==> src/design/sphdp_pkg.sv <==
// shared types, constants and microcode program for the sph density and pressure block
package sphdp_pkg;

    // position format and scaling of the squared distance to Q8.24
    localparam int POSITION_FRAC_BITS = 12;
    localparam int POS_W    = 16;
    localparam int SUM_W    = 2 * POS_W + 1;
    localparam int FRAC2    = 2 * POSITION_FRAC_BITS;
    localparam bit R2_RIGHT = (FRAC2 >= 24);
    localparam int R2_SHIFT = R2_RIGHT ? (FRAC2 - 24) : (24 - FRAC2);
    localparam int R2_EXT_W = SUM_W + (R2_RIGHT ? 0 : R2_SHIFT);

    // input request payload
    typedef struct packed {
        logic [15:0] self_x;
        logic [15:0] self_y;
        logic [15:0] other_x;
        logic [15:0] other_y;
        logic [15:0] other_mass;
        logic        last_neighbour;
        logic        new_step;
    } t_in_item;

    // result payload
    typedef struct packed {
        logic [31:0] density;
        logic [31:0] pressure;
        logic [31:0] least_density;
        logic [31:0] greatest_density;
        logic [31:0] least_pressure;
        logic [31:0] greatest_pressure;
    } t_out_item;

    // configuration registers
    typedef struct packed {
        logic [31:0] radius_squared;
        logic [31:0] kernel_scale;
        logic [23:0] stiffness;
        logic [31:0] rest_level;
    } t_cfg;

    // register indexes of the apb map, at byte address 4*index
    typedef enum logic [1:0] {
        REG_RADIUS,
        REG_SCALE,
        REG_STIFFNESS,
        REG_REST
    } t_cfg_reg;

    // datapath operations, one per microcode step
    typedef enum logic [3:0] {
        OP_NOP,
        OP_SQX,
        OP_SQY,
        OP_DIST,
        OP_D2,
        OP_D3L,
        OP_D3H,
        OP_WL,
        OP_WH,
        OP_MASS,
        OP_PRES,
        OP_EMIT
    } t_op;

    // sequencing of the step counter
    typedef enum logic [1:0] {
        SEQ_NEXT,
        SEQ_BR_OUTSIDE,
        SEQ_STOP_IF_NOT_LAST,
        SEQ_STOP
    } t_seq;

    localparam int UC_LEN  = 11;
    localparam int UC_PC_W = $clog2(UC_LEN);

    typedef logic [UC_PC_W-1:0] t_pc;

    // step addresses
    localparam t_pc PC_SQX  = t_pc'(0);
    localparam t_pc PC_SQY  = t_pc'(1);
    localparam t_pc PC_DIST = t_pc'(2);
    localparam t_pc PC_D2   = t_pc'(3);
    localparam t_pc PC_D3L  = t_pc'(4);
    localparam t_pc PC_D3H  = t_pc'(5);
    localparam t_pc PC_WL   = t_pc'(6);
    localparam t_pc PC_WH   = t_pc'(7);
    localparam t_pc PC_MASS = t_pc'(8);
    localparam t_pc PC_PRES = t_pc'(9);
    localparam t_pc PC_EMIT = t_pc'(10);

    // one control word
    typedef struct packed {
        t_op  op;
        t_seq seq;
        t_pc  target;
        logic out_wait;
    } t_uword;

    // control from sequencer to datapath
    typedef struct packed {
        logic load;
        t_op  op;
    } t_ctrl;

    // status from datapath back to sequencer
    typedef struct packed {
        logic outside;
        logic last;
    } t_status;

    // microcode program rom
    function automatic t_uword ucode(input t_pc pc);
        t_uword w;
        w = '{op: OP_NOP, seq: SEQ_STOP, target: PC_SQX, out_wait: 1'b0};
        case (pc)
            PC_SQX:  w = '{op: OP_SQX,  seq: SEQ_NEXT,       target: PC_SQX,  out_wait: 1'b0};
            PC_SQY:  w = '{op: OP_SQY,  seq: SEQ_NEXT,       target: PC_SQX,  out_wait: 1'b0};
            PC_DIST: w = '{op: OP_DIST, seq: SEQ_BR_OUTSIDE, target: PC_MASS, out_wait: 1'b0};
            PC_D2:   w = '{op: OP_D2,   seq: SEQ_NEXT,       target: PC_SQX,  out_wait: 1'b0};
            PC_D3L:  w = '{op: OP_D3L,  seq: SEQ_NEXT,       target: PC_SQX,  out_wait: 1'b0};
            PC_D3H:  w = '{op: OP_D3H,  seq: SEQ_NEXT,       target: PC_SQX,  out_wait: 1'b0};
            PC_WL:   w = '{op: OP_WL,   seq: SEQ_NEXT,       target: PC_SQX,  out_wait: 1'b0};
            PC_WH:   w = '{op: OP_WH,   seq: SEQ_NEXT,       target: PC_SQX,  out_wait: 1'b0};
            PC_MASS: w = '{op: OP_MASS, seq: SEQ_STOP_IF_NOT_LAST,
                           target: PC_SQX, out_wait: 1'b0};
            PC_PRES: w = '{op: OP_PRES, seq: SEQ_NEXT,       target: PC_SQX,  out_wait: 1'b0};
            PC_EMIT: w = '{op: OP_EMIT, seq: SEQ_STOP,       target: PC_SQX,  out_wait: 1'b1};
            default: w = '{op: OP_NOP,  seq: SEQ_STOP,       target: PC_SQX,  out_wait: 1'b0};
        endcase
        return w;
    endfunction

endpackage

==> src/design/sphdp_regs.sv <==
// apb configuration registers of the sph density and pressure block
module sphdp_regs (
    input  logic                 i_clk,
    input  logic                 i_rst_n,
    input  logic                 psel,
    input  logic                 penable,
    input  logic                 pwrite,
    input  logic [3:0]           paddr,
    input  logic [31:0]          pwdata,
    output logic [31:0]          prdata,
    output logic                 pready,
    output sphdp_pkg::t_cfg      o_cfg
);

    sphdp_pkg::t_cfg r_cfg;
    logic            wr_en;
    logic [1:0]      reg_idx;

    assign pready  = 1'b1;
    assign wr_en   = psel && penable && pwrite && pready;
    assign reg_idx = paddr[3:2];

    // register writes
    always_ff @(posedge i_clk) begin
        if (!i_rst_n) begin
            r_cfg.radius_squared <= 32'd16777216;
            r_cfg.kernel_scale   <= 32'd65536;
            r_cfg.stiffness      <= 24'd128000;
            r_cfg.rest_level     <= 32'd6553600;
        end else if (wr_en) begin
            unique case (reg_idx)
                sphdp_pkg::REG_RADIUS:    r_cfg.radius_squared <= pwdata;
                sphdp_pkg::REG_SCALE:     r_cfg.kernel_scale   <= pwdata;
                sphdp_pkg::REG_STIFFNESS: r_cfg.stiffness      <= pwdata[23:0];
                sphdp_pkg::REG_REST:      r_cfg.rest_level     <= pwdata;
                default: ;
            endcase
        end
    end

    // read mux
    always_comb begin
        unique case (reg_idx)
            sphdp_pkg::REG_RADIUS:    prdata = r_cfg.radius_squared;
            sphdp_pkg::REG_SCALE:     prdata = r_cfg.kernel_scale;
            sphdp_pkg::REG_STIFFNESS: prdata = {8'd0, r_cfg.stiffness};
            sphdp_pkg::REG_REST:      prdata = r_cfg.rest_level;
            default:                  prdata = '0;
        endcase
    end

    assign o_cfg = r_cfg;

endmodule

==> src/design/sphdp_datapath.sv <==
// shared-multiplier datapath: kernel, density sum, pressure and step trackers
module sphdp_datapath (
    input  logic                  i_clk,
    input  logic                  i_rst_n,
    input  sphdp_pkg::t_ctrl      i_ctrl,
    input  sphdp_pkg::t_in_item   i_item,
    input  sphdp_pkg::t_cfg       i_cfg,
    output sphdp_pkg::t_status    o_status,
    output sphdp_pkg::t_out_item  o_result
);

    sphdp_pkg::t_in_item r_item;
    logic [sphdp_pkg::SUM_W-1:0] r_sum;
    logic [31:0] r_d;
    logic [39:0] r_d2;
    logic [63:0] r_part;
    logic [47:0] r_d3;
    logic [31:0] r_w;
    logic [31:0] r_dsum;
    logic [31:0] r_pres;
    logic [31:0] r_min_d, r_max_d, r_min_p, r_max_p;

    logic [15:0] dx, dy;
    logic [31:0] mul_a, mul_b;
    logic [63:0] prod;
    logic [sphdp_pkg::R2_EXT_W-1:0] sum_ext, scaled;
    logic [31:0] r2;
    logic        outside;
    logic [71:0] t72;
    logic [79:0] t80;
    logic [31:0] w_sat;
    logic [40:0] acc41;
    logic [31:0] n_dsum;
    logic [31:0] rest_diff;
    logic        above_rest;
    logic [31:0] pres_sat;
    logic [31:0] n_min_d, n_max_d, n_min_p, n_max_p;

    // coordinate differences
    assign dx = (r_item.self_x >= r_item.other_x) ? (r_item.self_x - r_item.other_x)
                                                  : (r_item.other_x - r_item.self_x);
    assign dy = (r_item.self_y >= r_item.other_y) ? (r_item.self_y - r_item.other_y)
                                                  : (r_item.other_y - r_item.self_y);
    assign rest_diff  = r_dsum - i_cfg.rest_level;
    assign above_rest = r_dsum > i_cfg.rest_level;

    // multiplier operand select
    always_comb begin
        mul_a = '0;
        mul_b = '0;
        case (i_ctrl.op)
            sphdp_pkg::OP_SQX: begin
                mul_a = {16'd0, dx};
                mul_b = {16'd0, dx};
            end
            sphdp_pkg::OP_SQY: begin
                mul_a = {16'd0, dy};
                mul_b = {16'd0, dy};
            end
            sphdp_pkg::OP_D2: begin
                mul_a = r_d;
                mul_b = r_d;
            end
            sphdp_pkg::OP_D3L: begin
                mul_a = r_d2[31:0];
                mul_b = r_d;
            end
            sphdp_pkg::OP_D3H: begin
                mul_a = {24'd0, r_d2[39:32]};
                mul_b = r_d;
            end
            sphdp_pkg::OP_WL: begin
                mul_a = r_d3[31:0];
                mul_b = i_cfg.kernel_scale;
            end
            sphdp_pkg::OP_WH: begin
                mul_a = {16'd0, r_d3[47:32]};
                mul_b = i_cfg.kernel_scale;
            end
            sphdp_pkg::OP_MASS: begin
                mul_a = {16'd0, r_item.other_mass};
                mul_b = r_w;
            end
            sphdp_pkg::OP_PRES: begin
                mul_a = {8'd0, i_cfg.stiffness};
                mul_b = rest_diff;
            end
            default: ;
        endcase
    end

    assign prod = mul_a * mul_b;

    // squared distance rescaled to q8.24, saturated
    assign sum_ext = {{(sphdp_pkg::R2_EXT_W - sphdp_pkg::SUM_W){1'b0}}, r_sum};
    always_comb begin
        if (sphdp_pkg::R2_RIGHT) begin
            scaled = sum_ext >> sphdp_pkg::R2_SHIFT;
        end else begin
            scaled = sum_ext << sphdp_pkg::R2_SHIFT;
        end
    end
    assign r2      = (|scaled[sphdp_pkg::R2_EXT_W-1:32]) ? 32'hFFFF_FFFF : scaled[31:0];
    assign outside = r2 > i_cfg.radius_squared;

    // high partial products joined with the stored low ones
    assign t72   = {prod[39:0], 32'd0} + {8'd0, r_part};
    assign t80   = {prod[47:0], 32'd0} + {16'd0, r_part};
    assign w_sat = (|t80[79:56]) ? 32'hFFFF_FFFF : t80[55:24];

    // density accumulate with saturation
    assign acc41  = {9'd0, r_dsum} + {1'b0, prod[47:8]};
    assign n_dsum = (|acc41[40:32]) ? 32'hFFFF_FFFF : acc41[31:0];

    // pressure, saturated at the top; clamped at zero at or below the rest level
    assign pres_sat = (|prod[63:40]) ? 32'hFFFF_FFFF : prod[39:8];

    // tracker candidates
    assign n_min_d = (r_dsum < r_min_d) ? r_dsum : r_min_d;
    assign n_max_d = (r_dsum > r_max_d) ? r_dsum : r_max_d;
    assign n_min_p = (r_pres < r_min_p) ? r_pres : r_min_p;
    assign n_max_p = (r_pres > r_max_p) ? r_pres : r_max_p;

    // working registers
    always_ff @(posedge i_clk) begin
        if (i_ctrl.load) begin
            r_item <= i_item;
        end
        case (i_ctrl.op)
            sphdp_pkg::OP_SQX:  r_sum  <= prod[sphdp_pkg::SUM_W-1:0];
            sphdp_pkg::OP_SQY:  r_sum  <= r_sum + prod[sphdp_pkg::SUM_W-1:0];
            sphdp_pkg::OP_DIST: begin
                r_d <= i_cfg.radius_squared - r2;
                if (outside) begin
                    r_w <= '0;
                end
            end
            sphdp_pkg::OP_D2:   r_d2   <= prod[63:24];
            sphdp_pkg::OP_D3L:  r_part <= prod;
            sphdp_pkg::OP_D3H:  r_d3   <= t72[71:24];
            sphdp_pkg::OP_WL:   r_part <= prod;
            sphdp_pkg::OP_WH:   r_w    <= w_sat;
            sphdp_pkg::OP_PRES: r_pres <= above_rest ? pres_sat : 32'd0;
            default: ;
        endcase
    end

    // density sum and step trackers
    always_ff @(posedge i_clk) begin
        if (!i_rst_n) begin
            r_dsum  <= '0;
            r_min_d <= '1;
            r_max_d <= '0;
            r_min_p <= '1;
            r_max_p <= '0;
        end else begin
            if (i_ctrl.load && i_item.new_step) begin
                r_min_d <= '1;
                r_max_d <= '0;
                r_min_p <= '1;
                r_max_p <= '0;
            end else if (i_ctrl.op == sphdp_pkg::OP_EMIT) begin
                r_min_d <= n_min_d;
                r_max_d <= n_max_d;
                r_min_p <= n_min_p;
                r_max_p <= n_max_p;
            end
            if (i_ctrl.op == sphdp_pkg::OP_MASS) begin
                r_dsum <= n_dsum;
            end else if (i_ctrl.op == sphdp_pkg::OP_EMIT) begin
                r_dsum <= '0;
            end
        end
    end

    assign o_status.outside = outside;
    assign o_status.last    = r_item.last_neighbour;

    assign o_result.density           = r_dsum;
    assign o_result.pressure          = r_pres;
    assign o_result.least_density     = n_min_d;
    assign o_result.greatest_density  = n_max_d;
    assign o_result.least_pressure    = n_min_p;
    assign o_result.greatest_pressure = n_max_p;

endmodule

==> src/design/sph_density_pressure.sv <==
// top level of the sph poly6 density and pressure block
//
// input channel: one particle/neighbour pair per request (i_in_valid, o_in_stall,
// i_in_data). pairs of one particle arrive in sequence, the last one flagged by
// last_neighbour; new_step on a pair clears the per-step minimum and maximum.
// output channel: one result per particle (o_out_valid, i_out_stall, o_out_data),
// held in an output register until taken.
// timing: a microcoded sequencer drives one shared 32x32 multiplier, one step
// per cycle unless the emit step is held. a pair inside the radius runs the
// squares of x and y, distance, d^2, d^3 and scale in two halves each, and mass;
// a pair outside the radius goes from distance straight to mass; a last pair adds
// pressure and emit, with its result valid in the cycle after the emit step.
// no new pair is accepted until the steps of the current one are done.
// stall: the emit step waits while the previous result is still stalled; new
// pairs may be accepted while a result waits.
// reset: synchronous, active low; loads register defaults, clears the density
// sum and the trackers, and empties the output register.
// config: apb writes at byte address 4*i, by the user only while the block is idle (not enforced).
module sph_density_pressure (
    input  logic                  i_clk,
    input  logic                  i_rst_n,
    input  logic                  i_in_valid,
    output logic                  o_in_stall,
    input  sphdp_pkg::t_in_item   i_in_data,
    output logic                  o_out_valid,
    input  logic                  i_out_stall,
    output sphdp_pkg::t_out_item  o_out_data,
    input  logic                  psel,
    input  logic                  penable,
    input  logic                  pwrite,
    input  logic [3:0]            paddr,
    input  logic [31:0]           pwdata,
    output logic [31:0]           prdata,
    output logic                  pready
);

    sphdp_pkg::t_cfg      cfg;
    sphdp_pkg::t_ctrl     ctrl;
    sphdp_pkg::t_status   status;
    sphdp_pkg::t_out_item result;
    sphdp_pkg::t_uword    uw;
    sphdp_pkg::t_out_item r_odata;

    logic               r_busy;
    sphdp_pkg::t_pc     r_pc;
    sphdp_pkg::t_pc     n_pc;
    logic               r_ovalid;
    logic               in_accept;
    logic               step_hold;
    logic               exec;
    logic               emit;

    sphdp_regs u_regs (
        .i_clk   (i_clk),
        .i_rst_n (i_rst_n),
        .psel    (psel),
        .penable (penable),
        .pwrite  (pwrite),
        .paddr   (paddr),
        .pwdata  (pwdata),
        .prdata  (prdata),
        .pready  (pready),
        .o_cfg   (cfg)
    );

    sphdp_datapath u_datapath (
        .i_clk    (i_clk),
        .i_rst_n  (i_rst_n),
        .i_ctrl   (ctrl),
        .i_item   (i_in_data),
        .i_cfg    (cfg),
        .o_status (status),
        .o_result (result)
    );

    // control word fetch and step enable
    assign uw        = sphdp_pkg::ucode(r_pc);
    assign step_hold = uw.out_wait && r_ovalid && i_out_stall;
    assign exec      = r_busy && !step_hold;
    assign emit      = exec && (uw.op == sphdp_pkg::OP_EMIT);
    assign in_accept = i_in_valid && !r_busy;
    assign n_pc      = r_pc + 1'b1;

    assign ctrl.load = in_accept;
    assign ctrl.op   = exec ? uw.op : sphdp_pkg::OP_NOP;

    // step counter and busy flag
    always_ff @(posedge i_clk) begin
        if (!i_rst_n) begin
            r_busy <= 1'b0;
            r_pc   <= sphdp_pkg::PC_SQX;
        end else if (in_accept) begin
            r_busy <= 1'b1;
            r_pc   <= sphdp_pkg::PC_SQX;
        end else if (exec) begin
            case (uw.seq)
                sphdp_pkg::SEQ_NEXT:       r_pc <= n_pc;
                sphdp_pkg::SEQ_BR_OUTSIDE: r_pc <= status.outside ? uw.target : n_pc;
                sphdp_pkg::SEQ_STOP_IF_NOT_LAST: begin
                    if (status.last) begin
                        r_pc <= n_pc;
                    end else begin
                        r_busy <= 1'b0;
                    end
                end
                default: r_busy <= 1'b0;
            endcase
        end
    end

    // output register valid
    always_ff @(posedge i_clk) begin
        if (!i_rst_n) begin
            r_ovalid <= 1'b0;
        end else if (emit) begin
            r_ovalid <= 1'b1;
        end else if (!i_out_stall) begin
            r_ovalid <= 1'b0;
        end
    end

    // output register payload
    always_ff @(posedge i_clk) begin
        if (emit) begin
            r_odata <= result;
        end
    end

    assign o_in_stall  = r_busy;
    assign o_out_valid = r_ovalid;
    assign o_out_data  = r_odata;

    // a result appears only after an emit step
    a_rise_after_emit: assert property (@(posedge i_clk) disable iff (!i_rst_n)
        ($rose(r_ovalid) && $past(i_rst_n)) |-> $past(emit))
        else $error("output valid rose without an emit step");

    // emit never overwrites a result that is still stalled
    a_no_overwrite: assert property (@(posedge i_clk) disable iff (!i_rst_n)
        emit |-> !(r_ovalid && i_out_stall))
        else $error("emit overwrote a pending result");

    // the sequencer finishes only at a stop step
    a_stop_step: assert property (@(posedge i_clk) disable iff (!i_rst_n)
        ($fell(r_busy) && $past(i_rst_n)) |->
        $past(exec && (uw.seq == sphdp_pkg::SEQ_STOP ||
                       uw.seq == sphdp_pkg::SEQ_STOP_IF_NOT_LAST)))
        else $error("sequencer ended outside a stop step");

    // step counter stays inside the program while busy
    a_pc_range: assert property (@(posedge i_clk) disable iff (!i_rst_n)
        r_busy |-> (r_pc <= sphdp_pkg::PC_EMIT))
        else $error("step counter left the program");

endmodule

==> config.mk <==
export PLATFORM = sky130hd
export DESIGN_NAME = sph_density_pressure
export DESIGN_NICKNAME = d
export VERILOG_FILES = /design/src/design/sphdp_pkg.sv /design/src/design/sphdp_regs.sv /design/src/design/sphdp_datapath.sv /design/src/design/sph_density_pressure.sv
export SDC_FILE = /design/constraint.sdc
export NUM_CORES = 2
export LEC_CHECK = 0
export BUFFER_PORTS_ARGS = -buffer_cell sky130_fd_sc_hd__buf_2
export CAP_MARGIN = 20
export CORE_ASPECT_RATIO = 1.5
export CORE_UTILIZATION = 39
export CTS_CLUSTER_SIZE = 20
export DETAILED_ROUTE_END_ITERATION = 8
export SYNTH_ARGS = -nofsm -noshare
export SYNTH_HDL_FRONTEND = slang
export SYNTH_HIERARCHICAL = 1
export SYNTH_SLANG_ARGS = --single-unit
export TNS_END_PERCENT = 10
==> constraint.sdc <==
create_clock -name i_clk -period 19.9 [get_ports i_clk]
set_input_delay 1.99 -clock i_clk [delete_from_list [all_inputs] [get_ports i_clk]]
set_output_delay 1.99 -clock i_clk [all_outputs]
set_load 0.005 [all_outputs]
==> flow_metrics.py <==
metrics = {
    "floorplanning": {
        "die_boundary_width_um": 372,
        "coreArea_um2": 204000,
        "dieHeight_um": 558,
        "die-area_um2": 208000,
        "fp-row-count": 203,
        "start_util_pct": 39.3,
        "num_io_pins": 352,
    },
    "power_and_ir_drop": {
        "pwr-share-comb_pct": 38.8,
        "power.density_nw_per_um2": 68.3,
        "totalPowerFinal_w": 0.00605,
        "clockPowerShare_pct": 29.6,
        "switching_power_w": 0.00239,
        "sw_frac_of_total_pct": 39.5,
        "irDropWorstVdd_v": 0.000104,
        "share_seq_of_total_power_pct": 31.7,
        "total_leakage_power_nw": 39.2,
        "power.internal_w": 0.00366,
    },
    "placement": {
        "placedCellCount": 11316,
        "globalplace.congestion": 1.00,
        "place.port_buffers": 348,
        "detailed_placement_hpwl_um": 241000,
    },
    "timing": {
        "fin_hold_ws_ns": 0.450,
        "max_slew.worst_pin.slew_ns": 1.39,
        "clock-skew-final_ns": 0.0710,
        "hold_viol": 0,
        "max_slew_headroom_pct": 7.57,
        "setup-violations-final": 0,
        "grt_setup_unrepaired": "no",
        "fin_crit_sh_pct": 82.0,
        "period_minus_slack_ns": 16.32,
        "count_of_pins_over_their_slew_limit": 0,
        "fmax_ghz": 0.0613,
        "timing.setup.tns_ns": 0,
    },
    "detailed_routing": {
        "drt-pass1-iter-count": 9,
        "dr_total_vias": 66537,
        "drtAntennaViolNets": 0,
        "wl_per_cell_um": 27.2,
        "routed_wirelength_um": 313000,
        "via_per_inst": 5.79,
        "drt_first_iter_violations": 5956,
        "remaining_drc_errors": 0,
    },
    "clocking": {
        "postCtsSetupBuffers": 0,
        "cts_hold_buf": 0,
        "clock_tree.buffer_depth": 3,
        "number_of_h_tree_branching_levels": 3,
        "worst_setup_hold_path_clk_slew_ns": 0.06,
        "cts_root_buf": "clkbuf_16",
        "number_of_cells_upsized_or_downsized_after_cts": 0,
        "cts-buffers-inserted": 88,
        "numClockSinks": 824,
        "clock_latency_at_the_later_pin_of_the_worst_skew_pair_ns": 0.73,
        "clock_tree_from_tritoncts": "yes",
    },
    "global_route": {
        "track_usage_pct": 30.0,
        "first_global_vias": 68688,
        "globalRouteMet3Util_pct": 4.58,
        "grt-ovfl-total": 0,
        "top_usage_layer_grt": "met2",
        "groute.layer.met1.usage_pct": 33.9,
        "groute.layer.met2.usage_pct": 50.6,
        "grt_first_pass_wirelength_um": 452000,
        "grt_antenna_before_repair": 20,
        "pin_count_of_the_biggest_net_entering_global_routing": 154,
    },
    "worst_setup_path": {
        "critical_path_buf_inv_count": 7,
        "worstSetupStartpointType": "input pin",
        "rr_startpoint": "u_datapath/r_item[50]",
        "critPathMaxFanout": 51,
        "worst_ep_required_ns": 20.46,
        "cpLargestDelayFamily": "compound AO/OA/AOI/OAI gates",
        "critical-path-top-cell-by-count": "fa_1",
        "crit_start": "i_out_stall",
        "timing.critical_path.arrival_ns": 16.88,
        "end_kind": "flop",
        "r2r_end": "u_datapath/r_dsum[27]",
        "worst-setup-path-type": "in -> reg",
        "critPathMaxStageDelay_ns": 0.99,
        "reg2reg_setup_slack_ns": 3.92,
        "reg2regPathDepth": 49,
        "critical-path-slowest-cell": "o211a_1",
    },
    "logic_synthesis": {
        "synth_area_um2": 80300,
        "synth_sequential_area_ratio_pct": 27.2,
        "synthesis.nets": 10196,
        "yosys_warnings": 6,
        "synthesis.instances": 8550,
        "synth-edff-count": 530,
        "post_synth.cell_area_avg_um2": 9.39,
        "yosys.cell_types.count": 114,
        "synthArstFlopShare_pct": 0,
        "ys.flop_type": "edfxtp_1",
        "ys_ff_latch": 824,
    },
    "worst_hold_path": {
        "hold_depth": 0,
        "min_delay_worst_endpoint": "u_datapath/r_d3[0]",
        "hold_start": "u_datapath/r_part[24]",
        "timing.hold.worst.class": "reg -> reg",
    },
    "finish": {
        "final_cell_count_no_fill": 11491,
        "layout.filler_cells": 19999,
        "design.final.nets": 10388,
        "area_growth_syn_to_layout_pct": 10.4,
        "drive_gt1_share_pct": 10.9,
    },
    "flow_run": {
        "max_cap_violations": 0,
    },
    "status": {
        "run_status": "finished clean",
    },
}
## layout by cell type (no fill, tap or decap), types with 24 or more instances in the layout
cell and n:
and2_1 65, nand2_1 949, o31ai_1 48, dfxtp_1 294, fa_1 905, edfxtp_1 530
xor2_1 68, nor2_1 620, clkbuf_16 93, mux2i_1 149, xnor2_1 140, nand4_1 110
a211oi_1 46, buf_4 203, o21bai_1 43, a22oi_1 53, o21a_1 92, buf_2 348
a31oi_1 61, a21oi_1 433, inv_1 1277, mux4_2 24, mux2_2 73, o211ai_1 30
nand3_1 201, o21ai_0 403, nor2b_1 54, a222oi_1 40, or2_2 44, ha_1 616
and3_1 38, nand2b_1 48, a21o_1 166, nor3_1 94
## cells in the mapped netlist, types with 13 or more instances
library cell | number | area [um^2]
clkbuf_1 | 386 | 1450
or2_2 | 44 | 275
fa_1 | 905 | 18100
xnor2_1 | 142 | 1240
o21ai_0 | 407 | 2040
edfxtp_1 | 530 | 15900
a21oi_1 | 435 | 2180
buf_2 | 22 | 110
o21a_1 | 92 | 691
buf_1 | 15 | 56.3
a21o_1 | 166 | 1250
buf_4 | 14 | 105
or3_1 | 23 | 144
nand2b_1 | 48 | 300
o31ai_1 | 48 | 360
inv_1 | 1278 | 4800
dfxtp_1 | 294 | 5890
a211oi_1 | 49 | 368
mux2i_1 | 150 | 1500
a31oi_1 | 61 | 382
ha_1 | 616 | 7710
nor2b_1 | 54 | 338
a21boi_0 | 16 | 120
mux4_2 | 24 | 541
a221oi_1 | 13 | 114
and4_1 | 19 | 166
nand4_1 | 110 | 688
nand2_1 | 961 | 3610
mux2_2 | 73 | 822
o311ai_0 | 15 | 131
and2_1 | 65 | 407
xor2_1 | 73 | 639
a22oi_1 | 53 | 398
nand3_1 | 204 | 1020
a211o_1 | 17 | 149
a222oi_1 | 40 | 400
o21bai_1 | 43 | 323
and3_1 | 38 | 238
nor3_1 | 104 | 521
o211ai_1 | 30 | 225
nor2_1 | 632 | 2370
## metrics by stage
step	instance area (um^2)	util, %	setup WS, ns
global route	88600	43.4	3.00
global placement	85400	41.8	3.30
finish	88700	43.4	3.58
CTS	88600	43.4	3.88
detailed placement	85500	41.8	3.17
floorplan	80300	-	3.55
## worst max path at each step
stage          slack, ns  cells after the start               endpoint
2_1_floorplan       3.55                      3          o_out_data[0]
3_3_place_gp        3.30                     47     u_datapath/r_w[27]
3_5_place_dp        3.17                     44  u_datapath/r_dsum[12]
4_1_cts             3.88                     44  u_datapath/r_dsum[27]
5_1_grt             3.00                     47     u_datapath/r_w[31]
6_report            3.58                     44  u_datapath/r_dsum[27]
## power by group through the flow
stage / clock [W] / combinational (W) / sequential, W
after floorplan: 0 / 0.00137 / 0.00194
after global placement: 0 / 0.00227 / 0.00195
after detailed placement: 0 / 0.00229 / 0.00195
after CTS: 0.00182 / 0.00230 / 0.00192
after global routing: 0.00188 / 0.00248 / 0.00192
final: 0.00179 / 0.00235 / 0.00192
## layer usage
layer / vias to the layer above / part of all wire [%]
met2: 3227 / 48
met4: 12 / 9.2
met5: - / 0.023
met3: 1060 / 7.0
met1: 33248 / 36
li1: 28990 / -
## worst reg2reg max path: cells and delay by family (launching register included)
family,cells,cell delay (ns)
muxes,1,0.26
xor gates and xnor gates,1,0.15
and+or+nand+nor,9,2.60
AOI/OAI and AO/OA,18,5.34
DFF,1,0.41
buffers and inverters,8,1.66
adders and majority gates,12,5.40
## cell type report
type / count / area [um^2] / share of cell area (%)
well taps: 2665 / 3330 / 3.76
diodes: 8 / 20.0 / 0.0226
multi-input cells: 5993 / 52200 / 58.9
clock buffers: 120 / 2510 / 2.83
repair buffers: 555 / 3350 / 3.78
clock inverters: 46 / 647 / 0.730
inverters: 1280 / 4810 / 5.42
flip-flops and latches: 824 / 21800 / 24.6
## flip-flops by register name, indices dropped and copies added, names as in the netlist, 33 cells and up
| name | flops |
|---|---|
| o_out_data | 192 |
| u_regs/o_cfg | 120 |
| u_datapath/r_item | 80 |
| u_datapath/r_d3 | 48 |
| u_datapath/r_d2 | 40 |
| u_datapath/r_part | 40 |
| u_datapath/r_sum | 33 |
## kinds of logic after synthesis
family | Yosys count | share of synthesized area, %
simple gates | 2369 | 13.3
buf+inv | 1733 | 8.38
compound gates | 1640 | 13.1
fa+ha+maj | 1521 | 32.2
flops | 824 | 27.2
mux | 247 | 3.57
xor+xnor | 215 | 2.35
other cells | 1 | 0.00467
No activity file was read; power rests on OpenSTA's default activity.
